$ cat src/sv/fbr_pkg.sv
// Shared types, widths, register codes and sine coefficients of the Fourier basis row generator.
package fbr_pkg;

  // Field widths
  localparam int unsigned PHASE_W = 16;
  localparam int unsigned COL_W   = 6;
  localparam int unsigned VAL_W   = 50;
  localparam int unsigned DEG_W   = 5;
  localparam int unsigned DORD_W  = 3;
  localparam int unsigned PWR_W   = 35;   // holds 31^7
  localparam int unsigned TRIG_W  = 16;   // -16384..16384
  localparam int unsigned MAG_W   = 15;   // 0..16384
  localparam int unsigned TDATA_W = 56;   // column + basis_value, whole bytes

  localparam int unsigned MAX_DEGREE_DEF = 31;

  // Configuration port
  localparam int unsigned APB_AW = 3;
  localparam int unsigned APB_DW = 32;

  typedef enum logic {
    REG_DEGREE = 1'b0,
    REG_DERIV  = 1'b1
  } fbr_reg_e;

  // Constant column: 0.5 in Q1.14
  localparam logic [VAL_W-1:0] HALF_Q14 = VAL_W'(8192);
  localparam logic [MAG_W-1:0] QUARTER  = MAG_W'(16384);
  localparam logic [PHASE_W-1:0] COS_OFFSET = PHASE_W'(16384);

  // Item queue between front and back
  localparam int unsigned QDEPTH = 2;
  localparam int unsigned QPTR_W = 1;
  localparam int unsigned QCNT_W = 2;

  typedef struct packed {
    logic [PHASE_W-1:0] phase;
    logic [DEG_W-1:0]   nharm;
    logic [DORD_W-1:0]  dord;
  } fbr_item_t;

  typedef struct packed {
    logic full;
    logic empty;
  } fbr_qstat_t;

  // Quarter-wave sine: sin(pi/2 t) = t * sum (-1)^n b_n t^(2n),
  // b_n = (pi/2)^(2n+1) / (2n+1)!, all in Q62.
  localparam int unsigned NCOEF   = 12;
  localparam int unsigned CIDX_W  = 4;
  localparam int unsigned COEF_W  = 64;

  localparam logic [127:0] SC_0  = 128'h1921FB54442D1847 << 2;
  localparam logic [127:0] SC_U  = (SC_0 * SC_0) >> 62;
  localparam logic [127:0] SC_1  = ((SC_0  * SC_U) >> 62) / 6;
  localparam logic [127:0] SC_2  = ((SC_1  * SC_U) >> 62) / 20;
  localparam logic [127:0] SC_3  = ((SC_2  * SC_U) >> 62) / 42;
  localparam logic [127:0] SC_4  = ((SC_3  * SC_U) >> 62) / 72;
  localparam logic [127:0] SC_5  = ((SC_4  * SC_U) >> 62) / 110;
  localparam logic [127:0] SC_6  = ((SC_5  * SC_U) >> 62) / 156;
  localparam logic [127:0] SC_7  = ((SC_6  * SC_U) >> 62) / 210;
  localparam logic [127:0] SC_8  = ((SC_7  * SC_U) >> 62) / 272;
  localparam logic [127:0] SC_9  = ((SC_8  * SC_U) >> 62) / 342;
  localparam logic [127:0] SC_10 = ((SC_9  * SC_U) >> 62) / 420;
  localparam logic [127:0] SC_11 = ((SC_10 * SC_U) >> 62) / 506;

  localparam logic [COEF_W-1:0] SIN_COEF [NCOEF] = '{
    SC_0[63:0], SC_1[63:0], SC_2[63:0], SC_3[63:0], SC_4[63:0], SC_5[63:0],
    SC_6[63:0], SC_7[63:0], SC_8[63:0], SC_9[63:0], SC_10[63:0], SC_11[63:0]
  };

endpackage

$ cat src/sv/fbr_front.sv
// Front part: configuration registers and acceptance of phase words into the item queue.
module fbr_front import fbr_pkg::*; #(
  parameter int unsigned MAX_DEGREE = MAX_DEGREE_DEF
) (
  input  logic               clk_i,
  input  logic               rst_ni,
  input  logic               psel_i,
  input  logic               penable_i,
  input  logic               pwrite_i,
  input  logic [APB_AW-1:0]  paddr_i,
  input  logic [APB_DW-1:0]  pwdata_i,
  output logic [APB_DW-1:0]  prdata_o,
  input  logic               s_valid_i,
  output logic               s_ready_o,
  input  logic [PHASE_W-1:0] s_data_i,
  output logic               push_o,
  output fbr_item_t          item_o,
  input  fbr_qstat_t         qstat_i
);

  logic [DEG_W-1:0]  degree_q, degree_d;
  logic [DORD_W-1:0] dord_q, dord_d;
  logic              cfg_wr;
  fbr_reg_e          reg_sel;
  logic [DEG_W-1:0]  max_deg;
  logic [DEG_W-1:0]  nharm;

  assign cfg_wr  = psel_i & penable_i & pwrite_i;
  assign reg_sel = fbr_reg_e'(paddr_i[2]);

  // Register write decode
  always_comb begin
    degree_d = degree_q;
    dord_d   = dord_q;
    if (cfg_wr) begin
      case (reg_sel)
        REG_DEGREE: degree_d = pwdata_i[DEG_W-1:0];
        REG_DERIV:  dord_d   = pwdata_i[DORD_W-1:0];
        default: ;
      endcase
    end
  end

  always_ff @(posedge clk_i or negedge rst_ni) begin
    if (!rst_ni) begin
      degree_q <= '0;
      dord_q   <= '0;
    end else begin
      degree_q <= degree_d;
      dord_q   <= dord_d;
    end
  end

  // Register read-back
  always_comb begin
    case (reg_sel)
      REG_DEGREE: prdata_o = APB_DW'(degree_q);
      REG_DERIV:  prdata_o = APB_DW'(dord_q);
      default:    prdata_o = '0;
    endcase
  end

  // Clamp the harmonic count
  assign max_deg = DEG_W'(MAX_DEGREE);
  assign nharm   = (degree_q > max_deg) ? max_deg : degree_q;

  // Accept a word whenever the queue has room
  assign s_ready_o    = ~qstat_i.full;
  assign push_o       = s_valid_i & ~qstat_i.full;
  assign item_o.phase = s_data_i;
  assign item_o.nharm = nharm;
  assign item_o.dord  = dord_q;

endmodule

$ cat config.mk
export PLATFORM = sky130hd
export DESIGN_NAME = fbr_front
export DESIGN_NICKNAME = d
export VERILOG_FILES = /design/src/sv/fbr_pkg.sv /design/src/sv/fbr_front.sv
export SDC_FILE = /design/constraint.sdc
export NUM_CORES = 1
export LEC_CHECK = 0
export BUFFER_PORTS_ARGS = -buffer_cell sky130_fd_sc_hd__buf_2
export CAP_MARGIN = 0
export CORE_MARGIN = 3
export CORE_UTILIZATION = 30
export DETAILED_ROUTE_END_ITERATION = 7
export GPL_ROUTABILITY_DRIVEN = 0
export PLACE_DENSITY = 0.94
export SLEW_MARGIN = 20
export SYNTH_ARGS = -nofsm -noshare
export SYNTH_HDL_FRONTEND = slang
export SYNTH_SLANG_ARGS = --single-unit
$ cat constraint.sdc
create_clock -name clk_i -period 1.7 [get_ports clk_i]
set_clock_uncertainty 0.1 [all_clocks]
set_input_delay 0.425 -clock clk_i [delete_from_list [all_inputs] [get_ports clk_i]]
set_output_delay 0.425 -clock clk_i [all_outputs]
set_load 0.02 [all_outputs]
==> impl_metrics.yaml <==
detailed_routing:
  drc_errors: 0
  vias: 425
  ant_nets: 0
  viasPerCell: 3.829
  wl_microns: 1128
  wire_per_inst_microns: 10.16
  drt_pass1_iterations: 2
  drtIter0Drc: 5
clocking:
  clock_latency_ps: 260
  numCtsBuffers: 3
  htree_levels: 1
  cts_tree: "built"
  cts_buffer_depth: 2
  root_buffer: "clkbuf_4"
  path_clk_slew_ps: 50
  cts.sinks: 8
  postCtsSetupBuffers: 0
final_layout:
  multiInputGateArea_sq_um: 285.3
  finalNetCount: 144
  fillers: 235
  diodes: 0
  ff_latch_area_sq_um: 200.2
  final_design_area_no_fill_sq_um: 691.9
  drive_gt1_share_pct: 54.22
  area_growth_syn_to_layout_pct: -5.631
synthesis:
  synth.most_common_cell: "buf_4"
  netlist_area_sq_um: 733.2
  avgSynthCellArea_sq_um: 9.908
  synth_top_area_share_pct: 44.03
  ys_seq_area_share_pct: 27.30
  syn_inst: 74
  synth-edff-count: 0
  synth_top_area_cell: "buf_4"
  yosys_most_used_dff: "dfrtp_1"
  synthArstFlopShare_pct: 100.0
  synthTopCellsByCount: "43 x buf_4, 11 x mux2_2, 8 x dfrtp_1"
  ys_types: 10
  synthTopCellsByArea: "buf_4 44%, dfrtp_1 27%, mux2_2 17%, nand4b_4 3.2%, clkbuf_1 2.6%"
  synth-seq-cells: 8
  ys_warn_count: 0
min_path:
  hp-start: "pwdata_i[3]"
  min_path_cells: 2
  hp-class: "input pin to register"
setup_path:
  timing.critical_path.buf_inv: 2
  crit_family: "multiplexers"
  timing.rr.start: "dord_q[0]"
  worstPathCellList: "buf_2 > mux2_2 > buf_2"
  cp_common_cell: "buf_2"
  startpoint: "paddr_i[2]"
  crit_path_start_kind: "input pin"
  crit_fanout: 7
  crit_arrival_ps: 1090
  cpPeakStageDelay_ps: 340
  worst-path-stages: 3
  end_kind: "output port"
  crit_slowest_cell: "mux2_2"
  required_ps: 1170
  crit_type: "input pin to output port"
  r2r_cells: 1
outcome:
  outcome: "complete, no violations"
floorplanning:
  dieArea_sq_um: 3073
  coreArea_sq_um: 2255
  initial_utilization_pct: 32.52
  num_rows: 17
  die_w_microns: 55.44
  die_h_microns: 55.44
  pin_count: 117
global_routing:
  antenna_found_initial: 0
  overflow: 0
  grt_max_degree: 9
  grt_pass1_vias: 395
  grt_usage_pct: 6.928
  grt_pass1_wl_microns: 1662
sta:
  fin_crit_ps: 1613
  finalMaxSlewViolations: 0
  setup_tns_ps: 0
  hold_viol: 0
  hold_slack_ps: 299.8
  max_freq_mhz: 619.9
  setup_viol: 0
  rsz0062_at_grt: "no"
  fin_crit_sh_pct: 94.89
pwr:
  p_per_area_nw_per_um2: 1035
  peakVddDrop_uv: 596.0
  p_leak_uw: 0.0003995
placement:
  postPlaceCellArea_sq_um: 659.4
  hpwl_microns: 978.5
  io_buffer_count: 27
job:
  cap_viol_max_count: 0
[routing by layer]
layer  routed length (microns)  track usage (%)
met1                       336            5.714
met2                       552            11.66
met3                       171            2.336
met5                         0                0
met4                        68            8.333
[worst paths after layout]
| check | slack, ps | end |
|---|---|---|
| worst max-delay path | 90 | prdata_o[2] |
| worst max register to register | 810 | dord_q[0] |
| min in group asynchronous | 430 | dord_q[1] |
| worst min register to register | 430 | degree_q[3] |
| worst min-delay path | 300 | degree_q[3] |
| max in group asynchronous | 910 | degree_q[4] |
[cells by family (layout without fill, tap and decap cells)]
logic type / count (synthesis) / count (layout) / share of synthesized area [%]
other: 1 / 27 / 0.5115
DFF: 8 / 8 / 27.30
buffers and inverters: 49 / 32 / 47.10
and+or+nand+nor: 5 / 5 / 8.191
muxes: 11 / 11 / 16.89
[layout make-up]
cell class,instances,share of cell area (%)
Clock buffer,3,3.255
Inverter,1,0.5425
Multi-Input combinational cell,43,41.23
Sequential cell,8,28.93
Tap cell,28,5.063
Timing Repair Buffer,28,20.98
[cell usage in the layout, fill, tap and decap left out]
cell           count
dlygate4sd3_1      1
nor2b_1            1
mux2_2            11
dfrtp_1            8
clkbuf_4           3
conb_1            27
nand4b_4           1
and2b_2            2
nand4_2            1
inv_1              1
buf_2             27
[timing repair]
action,in CTS,in global routing
hold buffers,1,0
hold endpoints to repair,8,0
gates resized for setup,0,0
[flip-flops by register name, summed over array words and instances, names as in the netlist]
register and count:
degree_q 5, dord_q 3
[power breakdown]
group          switching, uW  internal [uW]  leakage, uW
clock                   66.5           80.9    0.0000138
combinational            197            109     0.000290
sequential              29.3            233    0.0000960
total                    293            423     0.000400
[through the flow]
stage	power [uW]	instances	worst slack (ps)	util (%)
CTS	723.1	111	84.44	30.69
global route	751.8	111	60.70	30.69
detailed placement	571.9	107	78.98	29.25
global placement	561.3	107	91.16	29.25
finish	716.5	111	86.94	30.69
floorplan	585.8	100	385.1	-
Power figures use the tool's default switching activity.
