<file path="config.mk">
export PLATFORM = sky130hd
export DESIGN_NAME = fbr_queue
export DESIGN_NICKNAME = d
export VERILOG_FILES = /design/src/sv/fbr_pkg.sv /design/src/sv/fbr_queue.sv
export SDC_FILE = /design/constraint.sdc
export NUM_CORES = 1
export LEC_CHECK = 0
export ABC_AREA = 1
export BUFFER_PORTS_ARGS = -buffer_cell sky130_fd_sc_hd__buf_4
export CAP_MARGIN = 25
export CELL_PAD_IN_SITES_DETAIL_PLACEMENT = 1
export CELL_PAD_IN_SITES_GLOBAL_PLACEMENT = 1
export CORE_UTILIZATION = 45
export DETAILED_ROUTE_END_ITERATION = 12
export PLACE_DENSITY_LB_ADDON = 0.1
export SYNTH_ARGS = -nofsm -noshare
export SYNTH_HDL_FRONTEND = slang
export SYNTH_SLANG_ARGS = --single-unit
</file>
<file path="constraint.sdc">
create_clock -name clk_i -period 4.5 [get_ports clk_i]
set_clock_uncertainty 0.1 [all_clocks]
set_input_delay 1.35 -clock clk_i [delete_from_list [all_inputs] [get_ports clk_i]]
set_output_delay 1.35 -clock clk_i [all_outputs]
set_load 0.02 [all_outputs]
</file>
<file path="src/sv/fbr_pkg.sv">
// Shared types, widths, register codes and sine coefficients of the Fourier basis row generator.
package fbr_pkg;

  // Field widths
  localparam int unsigned PHASE_W = 16;
  localparam int unsigned COL_W   = 6;
  localparam int unsigned VAL_W   = 50;
  localparam int unsigned DEG_W   = 5;
  localparam int unsigned DORD_W  = 3;
  localparam int unsigned PWR_W   = 35;   // holds 31^7
  localparam int unsigned TRIG_W  = 16;   // -16384..16384
  localparam int unsigned MAG_W   = 15;   // 0..16384
  localparam int unsigned TDATA_W = 56;   // column + basis_value, whole bytes

  localparam int unsigned MAX_DEGREE_DEF = 31;

  // Configuration port
  localparam int unsigned APB_AW = 3;
  localparam int unsigned APB_DW = 32;

  typedef enum logic {
    REG_DEGREE = 1'b0,
    REG_DERIV  = 1'b1
  } fbr_reg_e;

  // Constant column: 0.5 in Q1.14
  localparam logic [VAL_W-1:0] HALF_Q14 = VAL_W'(8192);
  localparam logic [MAG_W-1:0] QUARTER  = MAG_W'(16384);
  localparam logic [PHASE_W-1:0] COS_OFFSET = PHASE_W'(16384);

  // Item queue between front and back
  localparam int unsigned QDEPTH = 2;
  localparam int unsigned QPTR_W = 1;
  localparam int unsigned QCNT_W = 2;

  typedef struct packed {
    logic [PHASE_W-1:0] phase;
    logic [DEG_W-1:0]   nharm;
    logic [DORD_W-1:0]  dord;
  } fbr_item_t;

  typedef struct packed {
    logic full;
    logic empty;
  } fbr_qstat_t;

  // Quarter-wave sine: sin(pi/2 t) = t * sum (-1)^n b_n t^(2n),
  // b_n = (pi/2)^(2n+1) / (2n+1)!, all in Q62.
  localparam int unsigned NCOEF   = 12;
  localparam int unsigned CIDX_W  = 4;
  localparam int unsigned COEF_W  = 64;

  localparam logic [127:0] SC_0  = 128'h1921FB54442D1847 << 2;
  localparam logic [127:0] SC_U  = (SC_0 * SC_0) >> 62;
  localparam logic [127:0] SC_1  = ((SC_0  * SC_U) >> 62) / 6;
  localparam logic [127:0] SC_2  = ((SC_1  * SC_U) >> 62) / 20;
  localparam logic [127:0] SC_3  = ((SC_2  * SC_U) >> 62) / 42;
  localparam logic [127:0] SC_4  = ((SC_3  * SC_U) >> 62) / 72;
  localparam logic [127:0] SC_5  = ((SC_4  * SC_U) >> 62) / 110;
  localparam logic [127:0] SC_6  = ((SC_5  * SC_U) >> 62) / 156;
  localparam logic [127:0] SC_7  = ((SC_6  * SC_U) >> 62) / 210;
  localparam logic [127:0] SC_8  = ((SC_7  * SC_U) >> 62) / 272;
  localparam logic [127:0] SC_9  = ((SC_8  * SC_U) >> 62) / 342;
  localparam logic [127:0] SC_10 = ((SC_9  * SC_U) >> 62) / 420;
  localparam logic [127:0] SC_11 = ((SC_10 * SC_U) >> 62) / 506;

  localparam logic [COEF_W-1:0] SIN_COEF [NCOEF] = '{
    SC_0[63:0], SC_1[63:0], SC_2[63:0], SC_3[63:0], SC_4[63:0], SC_5[63:0],
    SC_6[63:0], SC_7[63:0], SC_8[63:0], SC_9[63:0], SC_10[63:0], SC_11[63:0]
  };

endpackage

</file>
<file path="src/sv/fbr_queue.sv">
// Short item queue between the front and back parts.
module fbr_queue import fbr_pkg::*; (
  input  logic       clk_i,
  input  logic       rst_ni,
  input  logic       push_i,
  input  fbr_item_t  item_i,
  input  logic       pop_i,
  output fbr_item_t  item_o,
  output fbr_qstat_t qstat_o
);

  fbr_item_t          mem_q [QDEPTH];
  logic [QPTR_W-1:0]  wr_ptr_q, rd_ptr_q;
  logic [QCNT_W-1:0]  cnt_q;

  // Store entries
  always_ff @(posedge clk_i) begin
    if (push_i) begin
      mem_q[wr_ptr_q] <= item_i;
    end
  end

  // Advance pointers and fill level
  always_ff @(posedge clk_i or negedge rst_ni) begin
    if (!rst_ni) begin
      wr_ptr_q <= '0;
      rd_ptr_q <= '0;
      cnt_q    <= '0;
    end else begin
      if (push_i) begin
        wr_ptr_q <= wr_ptr_q + QPTR_W'(1);
      end
      if (pop_i) begin
        rd_ptr_q <= rd_ptr_q + QPTR_W'(1);
      end
      if (push_i && !pop_i) begin
        cnt_q <= cnt_q + QCNT_W'(1);
      end else if (pop_i && !push_i) begin
        cnt_q <= cnt_q - QCNT_W'(1);
      end
    end
  end

  assign item_o        = mem_q[rd_ptr_q];
  assign qstat_o.full  = (cnt_q == QCNT_W'(QDEPTH));
  assign qstat_o.empty = (cnt_q == '0);

endmodule

</file>
==> flow_summary_export.csv <==
group,metric,value,unit
run_status,status,"completed",
sta,setup_tns,0,ps
final_layout,final_common_cell,"buf_4",
worst_setup_path,worstSetupPathType,"reg2out",
die,die_x,69.3,um
clocking,cts_setup_buffers,0,
synthesis,synth.area.top_cells,"edfxtp_1, mux2_4, dfrtp_1",
routing,drc,0,
worst_setup_path,endpoint_kind,"primary output",
sta,hold_violations,0,
power,power.clock.fraction,15.7,%
synthesis,ys_seq_elements,52,
place,gp_congestion,0.660,
global_routing,grt_pass1_wl,5460,um
final_layout,fillers,401,
final_layout,nets,188,
worst_setup_path,crit_path_start_kind,"flop",
sta,report.final.slew_viol_count,0,
power,leakagePower,1.06,nW
synthesis,synthDistinctLibCells,14,
sta,tightest_slew,959,ps
worst_setup_path,slowest_stage,"dfrtp_1",
worst_setup_path,cp_slowest_stage_delay,670,ps
synthesis,yosysTopAreaCell,"edfxtp_1",
die,core_area,4350,sq um
place,place_hpwl,2610,um
place,place_inst,204,
clocking,htree_levels,2,
sta,fin_crit,3370,ps
die,start_util,46.9,%
routing,wl_per_cell,16.7,um
clocking,clk_pin_slew,80,ps
routing,wirelength,3520,um
final_layout,n_antenna_cell,0,
synthesis,synth.net_count,129,
die,die_h,69.3,um
worst_setup_path,crit-reg2reg-launch,"wr_ptr_q",
die,core.rowCount,24,
global_routing,grt_max_degree,25,
global_routing,grt_util_met1,17.7,%
worst_setup_path,critPathRequiredTime,3050,ps
clocking,cts_made_buffers,5,
routing,first_iter_violations,37,
clocking,insertion_delay,300,ps
worst_setup_path,path_max_fanout,16,
min_path,hp-class,"reg2reg",
global_routing,antenna_found_initial,0,
worst_setup_path,reg2reg_depth,2,
worst_setup_path,crit_start,"rd_ptr_q",
sta,max_slew_margin,36.0,%
power,p_int,1.05,mW
power,switching_power,503,uW
synthesis,syn_inst,100,
power,switching_share,32.3,%
clocking,clock_sinks,52,
routing,vias_per_cell,4.84,
power,power_density,611,nW/um^2
worst_setup_path,crit_top_cell,"buf_4",
synthesis,synth_warnings,0,
clocking,root_buffer,"clkbuf_8",
global_routing,grt_usage,15.5,%
global_routing,grt_pass1_vias,1087,
sta,max_freq,0.297,GHz
global_routing,overflow,0,
final_layout,area_growth,24.8,%
power,seqPwrFrac,45.3,%
worst_setup_path,crit_chain,"buf_4 -> mux2_2 -> buf_4",
clocking,cts_tree,"yes",
synthesis,synth_top_area_share,70.6,%
power,ir_worst_vdd,0.495,mV
synthesis,avgSynthCellArea,20.4,sq um
synthesis,synth_area,2040,sq um
die,die_area,4810,sq um
clocking,clock_path_buffers,2,
power,comb_power_share,39.0,%
sta,setup_viol,0,
sta,rsz0062_at_grt,"no",
place,io_buffers,53,
worst_setup_path,reg2reg_setup_slack,2650,ps
sta,min_period_over_period,74.9,%
run,cap_viol_max_count,0,
worst_setup_path,arrival,1920,ps
global_routing,top_usage_layer,"met2",
worst_setup_path,endpoint,"item_o[13]",
final_layout,drive_gt1_share,54.1,%
worst_setup_path,r2r_end,"mem_q[0][18]",
clocking,cts_hold_buf,0,
die,ios,54,
clocking,cts_resized,0,
synthesis,seq_area_frac_synth,75.5,%
routing,firstDrtPassIters,4,
global_routing,use_met3,5.23,%
routing,ant_nets,0,
final_layout,fin_cells,211,
routing,num_vias,1021,
final_layout,final_cell_mix,"buf_4, edfxtp_1, mux2_4",
global_routing,gr-usage-met2,27.1,%
## sequential cells by signal, summed over array words and instances, names as in the netlist
name,cells
rd_ptr_q,1
cnt_q,2
wr_ptr_q,1
mem_q,48
## power groups by stage
stage / Clock (mW) / Combinational (mW) / Sequential (mW)
2_1_floorplan: 0 / 0.456 / 0.683
3_5_place_dp: 0 / 0.617 / 0.720
3_3_place_gp: 0 / 0.604 / 0.705
4_1_cts: 0.250 / 0.619 / 0.709
5_1_grt: 0.263 / 0.644 / 0.715
6_report: 0.244 / 0.608 / 0.706
## synth_stat cells, drive strengths merged
cell type	number
nand2	5
buf	3
nand3	1
dfrtp	4
xnor2	1
mux2	24
edfxtp	48
inv	7
xor2	2
nand4	1
nor2	3
ha	1
## cell families after synthesis
| family | after synthesis | share of synthesized area [%] |
|---|---|---|
| flip-flops | 52 | 75.5 |
| multiplexers | 24 | 16.7 |
| buffers and inverters | 10 | 3.80 |
| AND/OR/NAND/NOR | 10 | 2.02 |
| XOR/XNOR | 3 | 1.29 |
| adder cells (fa/ha/maj) | 1 | 0.613 |
## area by class of cell
class	count	area, sq um	share of cell area [%]
Clock buffer	6	72.6	2.85
Timing Repair Buffer	55	413	16.2
Multi-Input combinational cell	38	424	16.7
Sequential cell	52	1540	60.5
Inverter	7	26.3	1.03
Clock inverter	1	5.00	0.196
Tap cell	52	65.1	2.55
## stage by stage
step	power, mW	hold slack, ps	setup WS, ps	area, sq um	utilization [%]
3_3_place_gp	1.31	379	1510	2470	56.7
6_report	1.56	437	1130	2550	58.5
2_1_floorplan	1.14	363	1590	2040	-
4_1_cts	1.58	447	1090	2550	58.5
5_1_grt	1.62	462	1060	2550	58.5
3_5_place_dp	1.34	424	1430	2470	56.7
## routing by layer
metal  vias up  share of wire (%)
li1        485                  -
met1       492                 40
met2        39                 53
met3         5                5.7
met4         0                1.6
met5         -                  0
## how the worst min path moves through the flow
stage	startpoint	to	slack (ps)	depth (start not counted)
global route	cnt_q[1]	cnt_q[1]	460	2
detailed placement	cnt_q[1]	cnt_q[1]	420	2
CTS	cnt_q[1]	cnt_q[1]	450	2
floorplan	cnt_q[1]	cnt_q[1]	360	2
finish	cnt_q[1]	cnt_q[1]	440	2
global placement	cnt_q[1]	cnt_q[1]	380	2
## worst max-delay path: cells and delay by family, from the launching register on
family	cells	cell delay [ps]
buffers and inverters	2	570
flip-flops	1	670
multiplexers	1	380
No activity file was read; power rests on OpenSTA's default activity.
